$ cat config.mk
export PLATFORM = sky130hd
export DESIGN_NAME = incremental_pid_integral_separation
export DESIGN_NICKNAME = d
export VERILOG_FILES = /design/src/rtl/core/ips_pkg.sv /design/src/rtl/core/incremental_pid_integral_separation.sv /design/src/rtl/core/ips_mul.sv /design/src/rtl/core/ips_csr.sv
export VERILOG_INCLUDE_DIRS = /design/src /design/src/rtl/core
export SDC_FILE = /design/constraint.sdc
export NUM_CORES = 2
export LEC_CHECK = 0
export ABC_CLOCK_PERIOD_IN_PS = 18500
export BUFFER_PORTS_ARGS = -buffer_cell sky130_fd_sc_hd__buf_2
export CORE_MARGIN = 2
export CORE_UTILIZATION = 30
export CTS_BUF_LIST = sky130_fd_sc_hd__clkbuf_8 sky130_fd_sc_hd__clkbuf_16
export DETAILED_ROUTE_END_ITERATION = 16
export GPL_TIMING_DRIVEN = 0
export PLACE_DENSITY = 0.43
export SYNTH_ARGS = -nofsm -noshare
export SYNTH_HDL_FRONTEND = slang
export SYNTH_SLANG_ARGS = --single-unit
$ cat constraint.sdc
create_clock -name clock -period 18.5 [get_ports clock]
set_input_delay 2.775 -clock clock [delete_from_list [all_inputs] [get_ports clock]]
set_output_delay 2.775 -clock clock [all_outputs]
set_load 0.005 [all_outputs]
$ cat src/rtl/core/assert_macros.svh
// assertion macros shared by the rtl of the incremental pid block
// no dependencies; expects signals named clock and reset in the including module
`ifndef ASSERT_MACROS_SVH
`define ASSERT_MACROS_SVH

// property checked at every clock edge outside reset
`define ASSERT_PROP(label, prop, msg) \
   label: assert property (@(posedge clock) disable iff (reset) (prop)) else $error(msg);

// consequent checked in the cycle after the antecedent
`define ASSERT_NEXT(label, ante, cons, msg) \
   label: assert property (@(posedge clock) disable iff (reset) (ante) |=> (cons)) else $error(msg);

`endif

$ cat src/rtl/core/ips_pkg.sv
// shared constants, register codes and config struct for the incremental pid block
// no dependencies
package ips_pkg;

   localparam int VALUE_FRAC_BITS = 16;
   localparam int GAIN_FRAC_BITS  = 8;

   localparam int VALUE_W  = 32;
   localparam int GAIN_W   = 16;
   localparam int LIMIT_W  = 31;
   localparam int WEIGHT_W = 17;
   localparam int IDX_W    = 3;

   // shared multiplier: signed operand by unsigned operand
   localparam int MUL_A_W = 36;
   localparam int MUL_B_W = 17;
   localparam int MUL_P_W = 53;

   localparam logic [IDX_W-1:0] REG_GAIN_P     = 3'd0;
   localparam logic [IDX_W-1:0] REG_GAIN_I     = 3'd1;
   localparam logic [IDX_W-1:0] REG_GAIN_D     = 3'd2;
   localparam logic [IDX_W-1:0] REG_SEP_THR    = 3'd3;
   localparam logic [IDX_W-1:0] REG_DEAD_BAND  = 3'd4;
   localparam logic [IDX_W-1:0] REG_FAR_WEIGHT = 3'd5;

   localparam logic [WEIGHT_W-1:0] WEIGHT_ONE = 17'h10000;

   localparam logic [GAIN_W-1:0]   GAIN_P_RST = GAIN_W'(5 << GAIN_FRAC_BITS);
   localparam logic [GAIN_W-1:0]   GAIN_I_RST = GAIN_W'(((92 << GAIN_FRAC_BITS) + 5) / 10);
   localparam logic [GAIN_W-1:0]   GAIN_D_RST = '0;
   localparam logic [LIMIT_W-1:0]  SEP_THR_RST = LIMIT_W'(1 << (VALUE_FRAC_BITS - 1));
   localparam logic [LIMIT_W-1:0]  DEAD_BAND_RST = LIMIT_W'(((1 << VALUE_FRAC_BITS) + 5) / 10);
   localparam logic [WEIGHT_W-1:0] FAR_WEIGHT_RST = 17'd26214;

   localparam logic signed [VALUE_W-1:0] S32_MAX = 32'sh7FFF_FFFF;
   localparam logic signed [VALUE_W-1:0] S32_MIN = 32'sh8000_0000;

   typedef struct packed {
      logic [GAIN_W-1:0]   gain_p;
      logic [GAIN_W-1:0]   gain_i;
      logic [GAIN_W-1:0]   gain_d;
      logic [LIMIT_W-1:0]  sep_thr;
      logic [LIMIT_W-1:0]  dead_band;
      logic [WEIGHT_W-1:0] far_weight;
   } cfg_type;

endpackage

$ cat src/rtl/core/incremental_pid_integral_separation.sv
// Incremental PID controller with integral separation and a dead band. Each setpoint item
// yields one result: the accumulated output (Q16.16, clamped to 32 bits) and a flag set
// when that clamp acted. The block takes no new item before the previous result appears;
// the next item can be accepted at the clock edge after the result appears. Each item
// makes five passes through the single shared 36x17 multiplier (integral weight, two
// halves of the integral product, P and D terms) and goes through the error, rounding
// and update steps. If the previous result has not yet been taken, the update step waits
// for it. Configuration writes are always ready.
// depends on ips_pkg, ips_mul, ips_csr and assert_macros.svh
`include "assert_macros.svh"

module incremental_pid_integral_separation
   import ips_pkg::*;
(
   input  logic                      clock,
   input  logic                      reset,
   input  logic                      req_valid,
   output logic                      req_stall,
   input  logic signed [VALUE_W-1:0] req_setpoint,
   output logic                      rsp_valid,
   input  logic                      rsp_stall,
   output logic signed [VALUE_W-1:0] rsp_control_out,
   output logic                      rsp_saturated,
   input  logic                      csr_valid,
   output logic                      csr_ready,
   input  logic [IDX_W-1:0]          csr_index,
   input  logic [LIMIT_W-1:0]        csr_data
);

   localparam logic [3:0] ST_IDLE = 4'd0;
   localparam logic [3:0] ST_SEP  = 4'd1;
   localparam logic [3:0] ST_DIFF = 4'd2;
   localparam logic [3:0] ST_ILO  = 4'd3;
   localparam logic [3:0] ST_IHI  = 4'd4;
   localparam logic [3:0] ST_PT   = 4'd5;
   localparam logic [3:0] ST_DT   = 4'd6;
   localparam logic [3:0] ST_ACC  = 4'd7;
   localparam logic [3:0] ST_RND  = 4'd8;
   localparam logic [3:0] ST_UPD  = 4'd9;

   localparam logic signed [MUL_P_W-1:0] RND_HALF = MUL_P_W'(1 << (GAIN_FRAC_BITS - 1));

   cfg_type cfg;

   logic signed [MUL_A_W-1:0] mul_a;
   logic        [MUL_B_W-1:0] mul_b;
   logic signed [MUL_P_W-1:0] prod;

   // control state
   logic [3:0]                state_ff, state_in;
   logic                      rsp_valid_ff, rsp_valid_in;
   logic signed [VALUE_W-1:0] out_acc_ff, out_acc_in;
   logic signed [VALUE_W-1:0] e1_ff, e1_in;
   logic signed [VALUE_W-1:0] e2_ff, e2_in;

   // working registers
   logic signed [VALUE_W-1:0]  e_raw_ff, e_raw_in;
   logic signed [VALUE_W-1:0]  e_ff, e_in;
   logic [WEIGHT_W-1:0]        w_ff, w_in;
   logic signed [VALUE_W:0]    dp_ff, dp_in;
   logic [VALUE_W:0]           sim_ff, sim_in;
   logic                       sineg_ff, sineg_in;
   logic signed [VALUE_W+2:0]  dd_ff, dd_in;
   logic [15:0]                kw_ff, kw_in;
   logic [63:0]                iacc_ff, iacc_in;
   logic signed [MUL_P_W-1:0]  sum_ff, sum_in;
   logic signed [MUL_P_W-1:0]  inc_ff, inc_in;
   logic signed [VALUE_W-1:0]  rsp_out_ff, rsp_out_in;
   logic                       rsp_sat_ff, rsp_sat_in;

   // combinational helpers
   logic signed [VALUE_W:0]   diff;
   logic signed [VALUE_W-1:0] e_clamp;
   logic [VALUE_W-1:0]        emag;
   logic                      in_dead;
   logic                      near;
   logic [WEIGHT_W-1:0]       far_cl;
   logic signed [VALUE_W:0]   si;
   logic signed [MUL_P_W-1:0] rnd;
   logic signed [MUL_P_W:0]   nxt;
   logic                      nxt_ovf;
   logic                      upd_go;

   ips_csr u_csr (
      .clock     (clock),
      .reset     (reset),
      .csr_valid (csr_valid),
      .csr_ready (csr_ready),
      .csr_index (csr_index),
      .csr_data  (csr_data),
      .cfg       (cfg)
   );

   ips_mul u_mul (
      .clock (clock),
      .op_a  (mul_a),
      .op_b  (mul_b),
      .prod  (prod)
   );

   assign req_stall       = (state_ff != ST_IDLE);
   assign rsp_valid       = rsp_valid_ff;
   assign rsp_control_out = rsp_out_ff;
   assign rsp_saturated   = rsp_sat_ff;

   // error against own output, saturated to 32 bits
   assign diff    = $signed({req_setpoint[VALUE_W-1], req_setpoint})
                  - $signed({out_acc_ff[VALUE_W-1], out_acc_ff});
   assign e_clamp = (diff[VALUE_W] != diff[VALUE_W-1])
                  ? (diff[VALUE_W] ? S32_MIN : S32_MAX) : diff[VALUE_W-1:0];

   assign emag    = e_raw_ff[VALUE_W-1] ? (~e_raw_ff + 32'd1) : e_raw_ff;
   assign in_dead = (emag <= {1'b0, cfg.dead_band});
   assign near    = in_dead || (emag <= {1'b0, cfg.sep_thr});
   assign far_cl  = (cfg.far_weight > WEIGHT_ONE) ? WEIGHT_ONE : cfg.far_weight;

   assign si = $signed({e_ff[VALUE_W-1], e_ff}) + $signed({e1_ff[VALUE_W-1], e1_ff});

   // half away from zero: negative sums take one less of bias before the arithmetic shift
   assign rnd = sum_ff + (sum_ff[MUL_P_W-1] ? (RND_HALF - MUL_P_W'(1)) : RND_HALF);

   assign nxt     = $signed({{(MUL_P_W+1-VALUE_W){out_acc_ff[VALUE_W-1]}}, out_acc_ff})
                  + $signed({inc_ff[MUL_P_W-1], inc_ff});
   assign nxt_ovf = (nxt[MUL_P_W:VALUE_W-1] != {(MUL_P_W-VALUE_W+2){nxt[MUL_P_W]}});
   assign upd_go  = (state_ff == ST_UPD) && (!rsp_valid_ff || !rsp_stall);

   // operand selection for the shared multiplier
   always_comb begin
      case (state_ff)
         ST_DIFF: begin
            mul_a = $signed({{(MUL_A_W-WEIGHT_W){1'b0}}, w_ff});
            mul_b = {1'b0, cfg.gain_i};
         end
         ST_ILO: begin
            mul_a = $signed({3'b000, sim_ff});
            mul_b = {1'b0, prod[15:0]};
         end
         ST_IHI: begin
            mul_a = $signed({3'b000, sim_ff});
            mul_b = {1'b0, kw_ff};
         end
         ST_PT: begin
            mul_a = $signed({{3{dp_ff[VALUE_W]}}, dp_ff});
            mul_b = {1'b0, cfg.gain_p};
         end
         ST_DT: begin
            mul_a = $signed({dd_ff[VALUE_W+2], dd_ff});
            mul_b = {1'b0, cfg.gain_d};
         end
         default: begin
            mul_a = '0;
            mul_b = '0;
         end
      endcase
   end

   always_comb begin
      state_in     = state_ff;
      rsp_valid_in = rsp_valid_ff && rsp_stall;
      out_acc_in   = out_acc_ff;
      e1_in        = e1_ff;
      e2_in        = e2_ff;
      e_raw_in     = e_raw_ff;
      e_in         = e_ff;
      w_in         = w_ff;
      dp_in        = dp_ff;
      sim_in       = sim_ff;
      sineg_in     = sineg_ff;
      dd_in        = dd_ff;
      kw_in        = kw_ff;
      iacc_in      = iacc_ff;
      sum_in       = sum_ff;
      inc_in       = inc_ff;
      rsp_out_in   = rsp_out_ff;
      rsp_sat_in   = rsp_sat_ff;

      case (state_ff)
         ST_IDLE: begin
            if (req_valid) begin
               e_raw_in = e_clamp;
               state_in = ST_SEP;
            end
         end
         ST_SEP: begin
            e_in     = in_dead ? '0 : e_raw_ff;
            w_in     = near ? WEIGHT_ONE : far_cl;
            state_in = ST_DIFF;
         end
         ST_DIFF: begin
            dp_in    = $signed({e_ff[VALUE_W-1], e_ff}) - $signed({e1_ff[VALUE_W-1], e1_ff});
            sineg_in = si[VALUE_W];
            sim_in   = si[VALUE_W] ? (~si + 33'd1) : si;
            dd_in    = $signed({{3{e_ff[VALUE_W-1]}}, e_ff})
                     - $signed({{2{e1_ff[VALUE_W-1]}}, e1_ff, 1'b0})
                     + $signed({{3{e2_ff[VALUE_W-1]}}, e2_ff});
            state_in = ST_ILO;
         end
         ST_ILO: begin
            kw_in    = prod[31:16];
            state_in = ST_IHI;
         end
         ST_IHI: begin
            iacc_in  = {15'd0, prod[48:0]};
            state_in = ST_PT;
         end
         ST_PT: begin
            iacc_in  = iacc_ff + {prod[47:0], 16'd0} + 64'h1_0000;
            state_in = ST_DT;
         end
         ST_DT: begin
            // prod holds the proportional term here
            sum_in   = sineg_ff ? (prod - $signed({6'd0, iacc_ff[63:17]}))
                                : (prod + $signed({6'd0, iacc_ff[63:17]}));
            state_in = ST_ACC;
         end
         ST_ACC: begin
            sum_in   = sum_ff + prod;
            state_in = ST_RND;
         end
         ST_RND: begin
            inc_in   = rnd >>> GAIN_FRAC_BITS;
            state_in = ST_UPD;
         end
         ST_UPD: begin
            if (upd_go) begin
               out_acc_in   = nxt_ovf ? (nxt[MUL_P_W] ? S32_MIN : S32_MAX)
                                      : nxt[VALUE_W-1:0];
               rsp_out_in   = out_acc_in;
               rsp_sat_in   = nxt_ovf;
               rsp_valid_in = 1'b1;
               e2_in        = e1_ff;
               e1_in        = e_ff;
               state_in     = ST_IDLE;
            end
         end
         default: begin
            state_in = ST_IDLE;
         end
      endcase
   end

   always_ff @(posedge clock) begin
      if (reset) begin
         state_ff     <= ST_IDLE;
         rsp_valid_ff <= 1'b0;
         out_acc_ff   <= '0;
         e1_ff        <= '0;
         e2_ff        <= '0;
      end else begin
         state_ff     <= state_in;
         rsp_valid_ff <= rsp_valid_in;
         out_acc_ff   <= out_acc_in;
         e1_ff        <= e1_in;
         e2_ff        <= e2_in;
      end
   end

   always_ff @(posedge clock) begin
      e_raw_ff   <= e_raw_in;
      e_ff       <= e_in;
      w_ff       <= w_in;
      dp_ff      <= dp_in;
      sim_ff     <= sim_in;
      sineg_ff   <= sineg_in;
      dd_ff      <= dd_in;
      kw_ff      <= kw_in;
      iacc_ff    <= iacc_in;
      sum_ff     <= sum_in;
      inc_ff     <= inc_in;
      rsp_out_ff <= rsp_out_in;
      rsp_sat_ff <= rsp_sat_in;
   end

   `ASSERT_PROP(a_rsp_from_update, $rose(rsp_valid_ff) |-> $past(state_ff) == ST_UPD, "result raised outside the update step")
   `ASSERT_PROP(a_sat_at_limit, (rsp_valid_ff && rsp_sat_ff) |-> (rsp_out_ff == S32_MAX || rsp_out_ff == S32_MIN), "saturated result not at a limit")
   `ASSERT_NEXT(a_kw_fits, state_ff == ST_DIFF, prod[MUL_P_W-1:32] == '0, "integral weight product exceeds 32 bits")
   `ASSERT_NEXT(a_accept_starts, req_valid && !req_stall, state_ff == ST_SEP, "accepted item did not start the sequence")

endmodule

$ cat src/rtl/core/ips_mul.sv
// shared multiplier of the incremental pid block, signed by unsigned, registered product
// depends on ips_pkg
module ips_mul
   import ips_pkg::*;
(
   input  logic                      clock,
   input  logic signed [MUL_A_W-1:0] op_a,
   input  logic        [MUL_B_W-1:0] op_b,
   output logic signed [MUL_P_W-1:0] prod
);

   logic signed [MUL_A_W+MUL_B_W:0] full;
   logic signed [MUL_P_W-1:0]       prod_in;
   logic signed [MUL_P_W-1:0]       prod_ff;

   // operands are bounded so the product never needs the top bit
   assign full    = op_a * $signed({1'b0, op_b});
   assign prod_in = full[MUL_P_W-1:0];
   assign prod    = prod_ff;

   always_ff @(posedge clock) begin
      prod_ff <= prod_in;
   end

endmodule

$ cat src/rtl/core/ips_csr.sv
// configuration registers of the incremental pid block
// depends on ips_pkg
module ips_csr
   import ips_pkg::*;
(
   input  logic               clock,
   input  logic               reset,
   input  logic               csr_valid,
   output logic               csr_ready,
   input  logic [IDX_W-1:0]   csr_index,
   input  logic [LIMIT_W-1:0] csr_data,
   output cfg_type            cfg
);

   cfg_type cfg_ff;
   cfg_type cfg_in;

   assign csr_ready = 1'b1;
   assign cfg       = cfg_ff;

   always_comb begin
      cfg_in = cfg_ff;
      if (csr_valid) begin
         case (csr_index)
            REG_GAIN_P:     cfg_in.gain_p     = csr_data[GAIN_W-1:0];
            REG_GAIN_I:     cfg_in.gain_i     = csr_data[GAIN_W-1:0];
            REG_GAIN_D:     cfg_in.gain_d     = csr_data[GAIN_W-1:0];
            REG_SEP_THR:    cfg_in.sep_thr    = csr_data;
            REG_DEAD_BAND:  cfg_in.dead_band  = csr_data;
            REG_FAR_WEIGHT: cfg_in.far_weight = csr_data[WEIGHT_W-1:0];
            default: ;
         endcase
      end
   end

   always_ff @(posedge clock) begin
      if (reset) begin
         cfg_ff.gain_p     <= GAIN_P_RST;
         cfg_ff.gain_i     <= GAIN_I_RST;
         cfg_ff.gain_d     <= GAIN_D_RST;
         cfg_ff.sep_thr    <= SEP_THR_RST;
         cfg_ff.dead_band  <= DEAD_BAND_RST;
         cfg_ff.far_weight <= FAR_WEIGHT_RST;
      end else begin
         cfg_ff <= cfg_in;
      end
   end

endmodule
==> metrics.md <==
| Metric | Value |
|---|---|
| Status | finished clean |
| Slew @ Worst Pin | between 1 and 1.5 ns |
| Die Span Y | 465 um |
| Final Instance Area | approximately 71000 um^2 |
| Clock tree sinks | approximately 660 |
| Initial antenna violation count | 10 |
| CORE AREA | approximately 210000 um^2 |
| Cts repair resizes | 0 |
| Routed vias/inst | 4.97 |
| GRT Total Usage | 20.9% |
| Crit share post-route | between 60% and 70% |
| Post-layout util | between 30% and 40% |
| Xor and xnor area share after synthesis | 6.81% |
| Final TNS setup | 0 ns |
| Multi-input gate area | roughly 42000 um^2 |
| First-pass GRT wire length | 341 mm |
| Cell Area, Placed | ~70000 um^2 |
| Maximum VDD drop | between 0.00007 and 0.00008 V |
| Iteration-0 DRC Markers | about 3700 |
| Vias in the first global route | approximately 52000 |
| Worst hold margin | between 0.4 and 0.5 ns |
| FF/Latch Area | around 17000 um^2 |
| Static Leakage | approximately 30 nW |
| Row Count | 169 |
| # hold bufs at CTS | 0 |
| FMAX | between 0.08 and 0.09 GHz |
| Fin. Hold Viols | 0 |
| Post-synthesis mux area share | less than 1% |
| Worst hold path class | flop to flop |
| CTS root buf | clkbuf_16 |
| Fill count | approximately 22000 |
| Max Slew Vio Count | 0 |
| DR DRC count | 0 |
| Fin crit period | 12.28 ns |
| Grt ovf | 0 |
| Setup Skew | between 0.03 and 0.04 ns |
| Critical Path End Type | flop |
| CTS clk-pin slew, worst paths | around 0.060 ns |
| Largest family of logic cells by synthesized area | adder cells |
| H-tree depth | 3 |
| Routed wire length | approximately 230 mm |
| Die Width | between 400 and 500 um |
| CTS tree | done |
| Worst skew pair latency | about 0.72 ns |
| Max cap viols | 0 |
| CP most frequent cell | fa_1 |
| EDFF count, synth | roughly 380 |
| Syn Nets | 8386 |
| Num CTS Buffers | 85 |
| Synth Area in Adders | about 28% |
| Fin nets | approximately 8600 |
| Crit path arrival time | 12.88 ns |
| Layout area overhead | 11.3% |
| Crit path required time | roughly 19 ns |
| Largest net degree at the start of global routing | 58 |
| Compound-cell area share of the yosys netlist | a little over an eighth |
| Mapped Cells | 7226 |
| Critical setup path kind | flop to flop |
| Placer Congestion | roughly 0.87 |
| Power per cell area | ~62 nW/um^2 |
| Post-DP HPWL | around 190 mm |
| CP Launch Type | flop |
| Clock Tree Buf Depth | 3 |
| Setup Buffers After CTS | 0 |
| Post-synth top flop | edfxtp_1 |
| Sequential area share after synthesis | 26.6% |
| Slowest stage cell, crit path | clkbuf_1 |
| I/O pins | roughly 110 |
| Seq cells post-synth | approximately 660 |
| WL per Instance | between 20 and 25 um |
| Max_slew headroom | approximately 5.6% |
| Count of different cell masters after synthesis | between 100 and 150 |
| Drt first pass iters | 6 |
| Share of cells above drive strength 1 | 5.37% |
| Synth Cell Area | 63700 um^2 |
| YS warnings | 0 |
| Largest fanout on the critical path | 55 |
| Port bufs | approximately 100 |
| CP max stage delay | between 0.7 and 0.8 ns |
| Via Count | around 51000 |
| Number of nets still failing antenna checks after routing | 0 |
| Setup-failing EPs final | 0 |
| Syn_area_per_cell | between 8 and 9 um^2 |
| Die ar. | 216000 um^2 |
| Synth Area in Simple Gates | between 10% and 20% |
| Ys async rst share | 0% |
| Initial core utilization | a little under a third |
| Unrepaired setup endpoints after global routing | false |
cell usage after synthesis, types with 55 or more instances:
cell | n | area [um^2]
a21o_1 | 153 | 1150
a21oi_1 | 511 | 2560
a22oi_1 | 61 | 458
and2_1 | 86 | 538
and3_1 | 66 | 413
clkbuf_1 | 239 | 897
dfxtp_1 | 281 | 5630
edfxtp_1 | 377 | 11300
fa_1 | 573 | 11500
ha_1 | 516 | 6460
inv_1 | 991 | 3720
nand2_1 | 1153 | 4330
nand2b_1 | 64 | 400
nand3_1 | 115 | 576
nor2_1 | 453 | 1700
nor3_1 | 116 | 581
o21ai_0 | 219 | 1100
o21bai_1 | 55 | 413
xnor2_1 | 342 | 3000
xor2_1 | 150 | 1310
metal layers:
layer	wire (um)	share of wire [%]	GRT usage, %	vias to the layer above
li1	-	-	-	24400
met1	110000	49	30.3	25600
met2	102000	45	33.4	1075
met3	8600	3.8	2.04	232
met4	5820	2.6	4.95	4
met5	23	0.010	0	-
through the flow:
step / instances / worst slack [ns] / total power [mW]
after floorplan: 7226 / 7.27 / 2.34
after detailed placement: 10200 / 6.22 / 2.68
final: 10300 / 6.22 / 4.41
after global routing: 10300 / 5.66 / 4.61
after global placement: 10200 / 2.88 / 2.68
after CTS: 10300 / 6.15 / 4.45
power by group:
| part | leakage, nW | internal [mW] | switching, mW |
|---|---|---|---|
| logic | 22.6 | 0.340 | 0.590 |
| registers | 5.73 | 1.64 | 0.0880 |
| clock network | 1.50 | 1.03 | 0.719 |
| total | 29.8 | 3.01 | 1.40 |
state kept, by name, indices dropped and copies added (netlist names):
| signal | flops |
|---|---|
| dd_ff | 35 |
| e2_ff | 32 |
| e1_ff | 32 |
| kw_ff | 16 |
| iacc_ff | 48 |
| e_raw_ff | 32 |
| e_ff | 32 |
| state_ff | 4 |
| u_mul.prod | 53 |
| dp_ff | 33 |
| out_acc_ff | 32 |
| rsp_control_out | 32 |
| inc_ff | 45 |
| w_ff | 17 |
| sim_ff | 32 |
| u_csr.cfg | 127 |
| sum_ff | 53 |
| rsp_saturated | 1 |
| rsp_valid | 1 |
| sineg_ff | 1 |
worst max-delay path: cells and delay by family, from the launching register on:
family	cells	cell delay, ns
fa+ha+maj	7	3.58
simple gates	9	2.67
compound gates	10	3.42
flops	1	0.30
buf+inv	7	2.22
area by class of cell:
cell class | instances | share of cell area, %
multi-input cells | 5299 | 59.2
clock buffers | 99 | 3.36
plain buffers | 276 | 1.57
diodes | 1 | 0.00353
clock inverters | 57 | 0.698
well taps | 2821 | 4.97
flip-flops and latches | 658 | 23.9
repair buffers | 121 | 1.08
inverters | 993 | 5.25
placed cells by master, fill, tap and decap left out, types with 153 or more instances in the layout:
master,Yosys,final
fa_1,573,573
clkbuf_1,239,237
nand2_1,1153,1153
dfxtp_1,281,281
inv_1,991,1014
a21o_1,153,153
a21oi_1,511,507
o21ai_0,219,219
ha_1,516,516
xnor2_1,342,342
nor2_1,453,452
edfxtp_1,377,377
cell families (layout without fill, tap and decap cells):
family          after synthesis  count (layout)
xor+xnor                    494             494
other cells                   1               2
mux                          40              40
fa+ha+maj                  1096            1096
simple gates               2310            2310
flops                       658             658
buf+inv                    1269            1546
compound gates             1358            1358
final timing paths:
path	startpoint	to	slack, ns	cells past startpoint
max	state_ff[2]	u_mul.prod[49]	6.22	33
min	e2_ff[17]	e2_ff[17]	0.46	2
max reg2reg	state_ff[2]	u_mul.prod[49]	6.22	33
min reg2reg	e2_ff[17]	e2_ff[17]	0.46	2
Power figures use the tool's default switching activity.
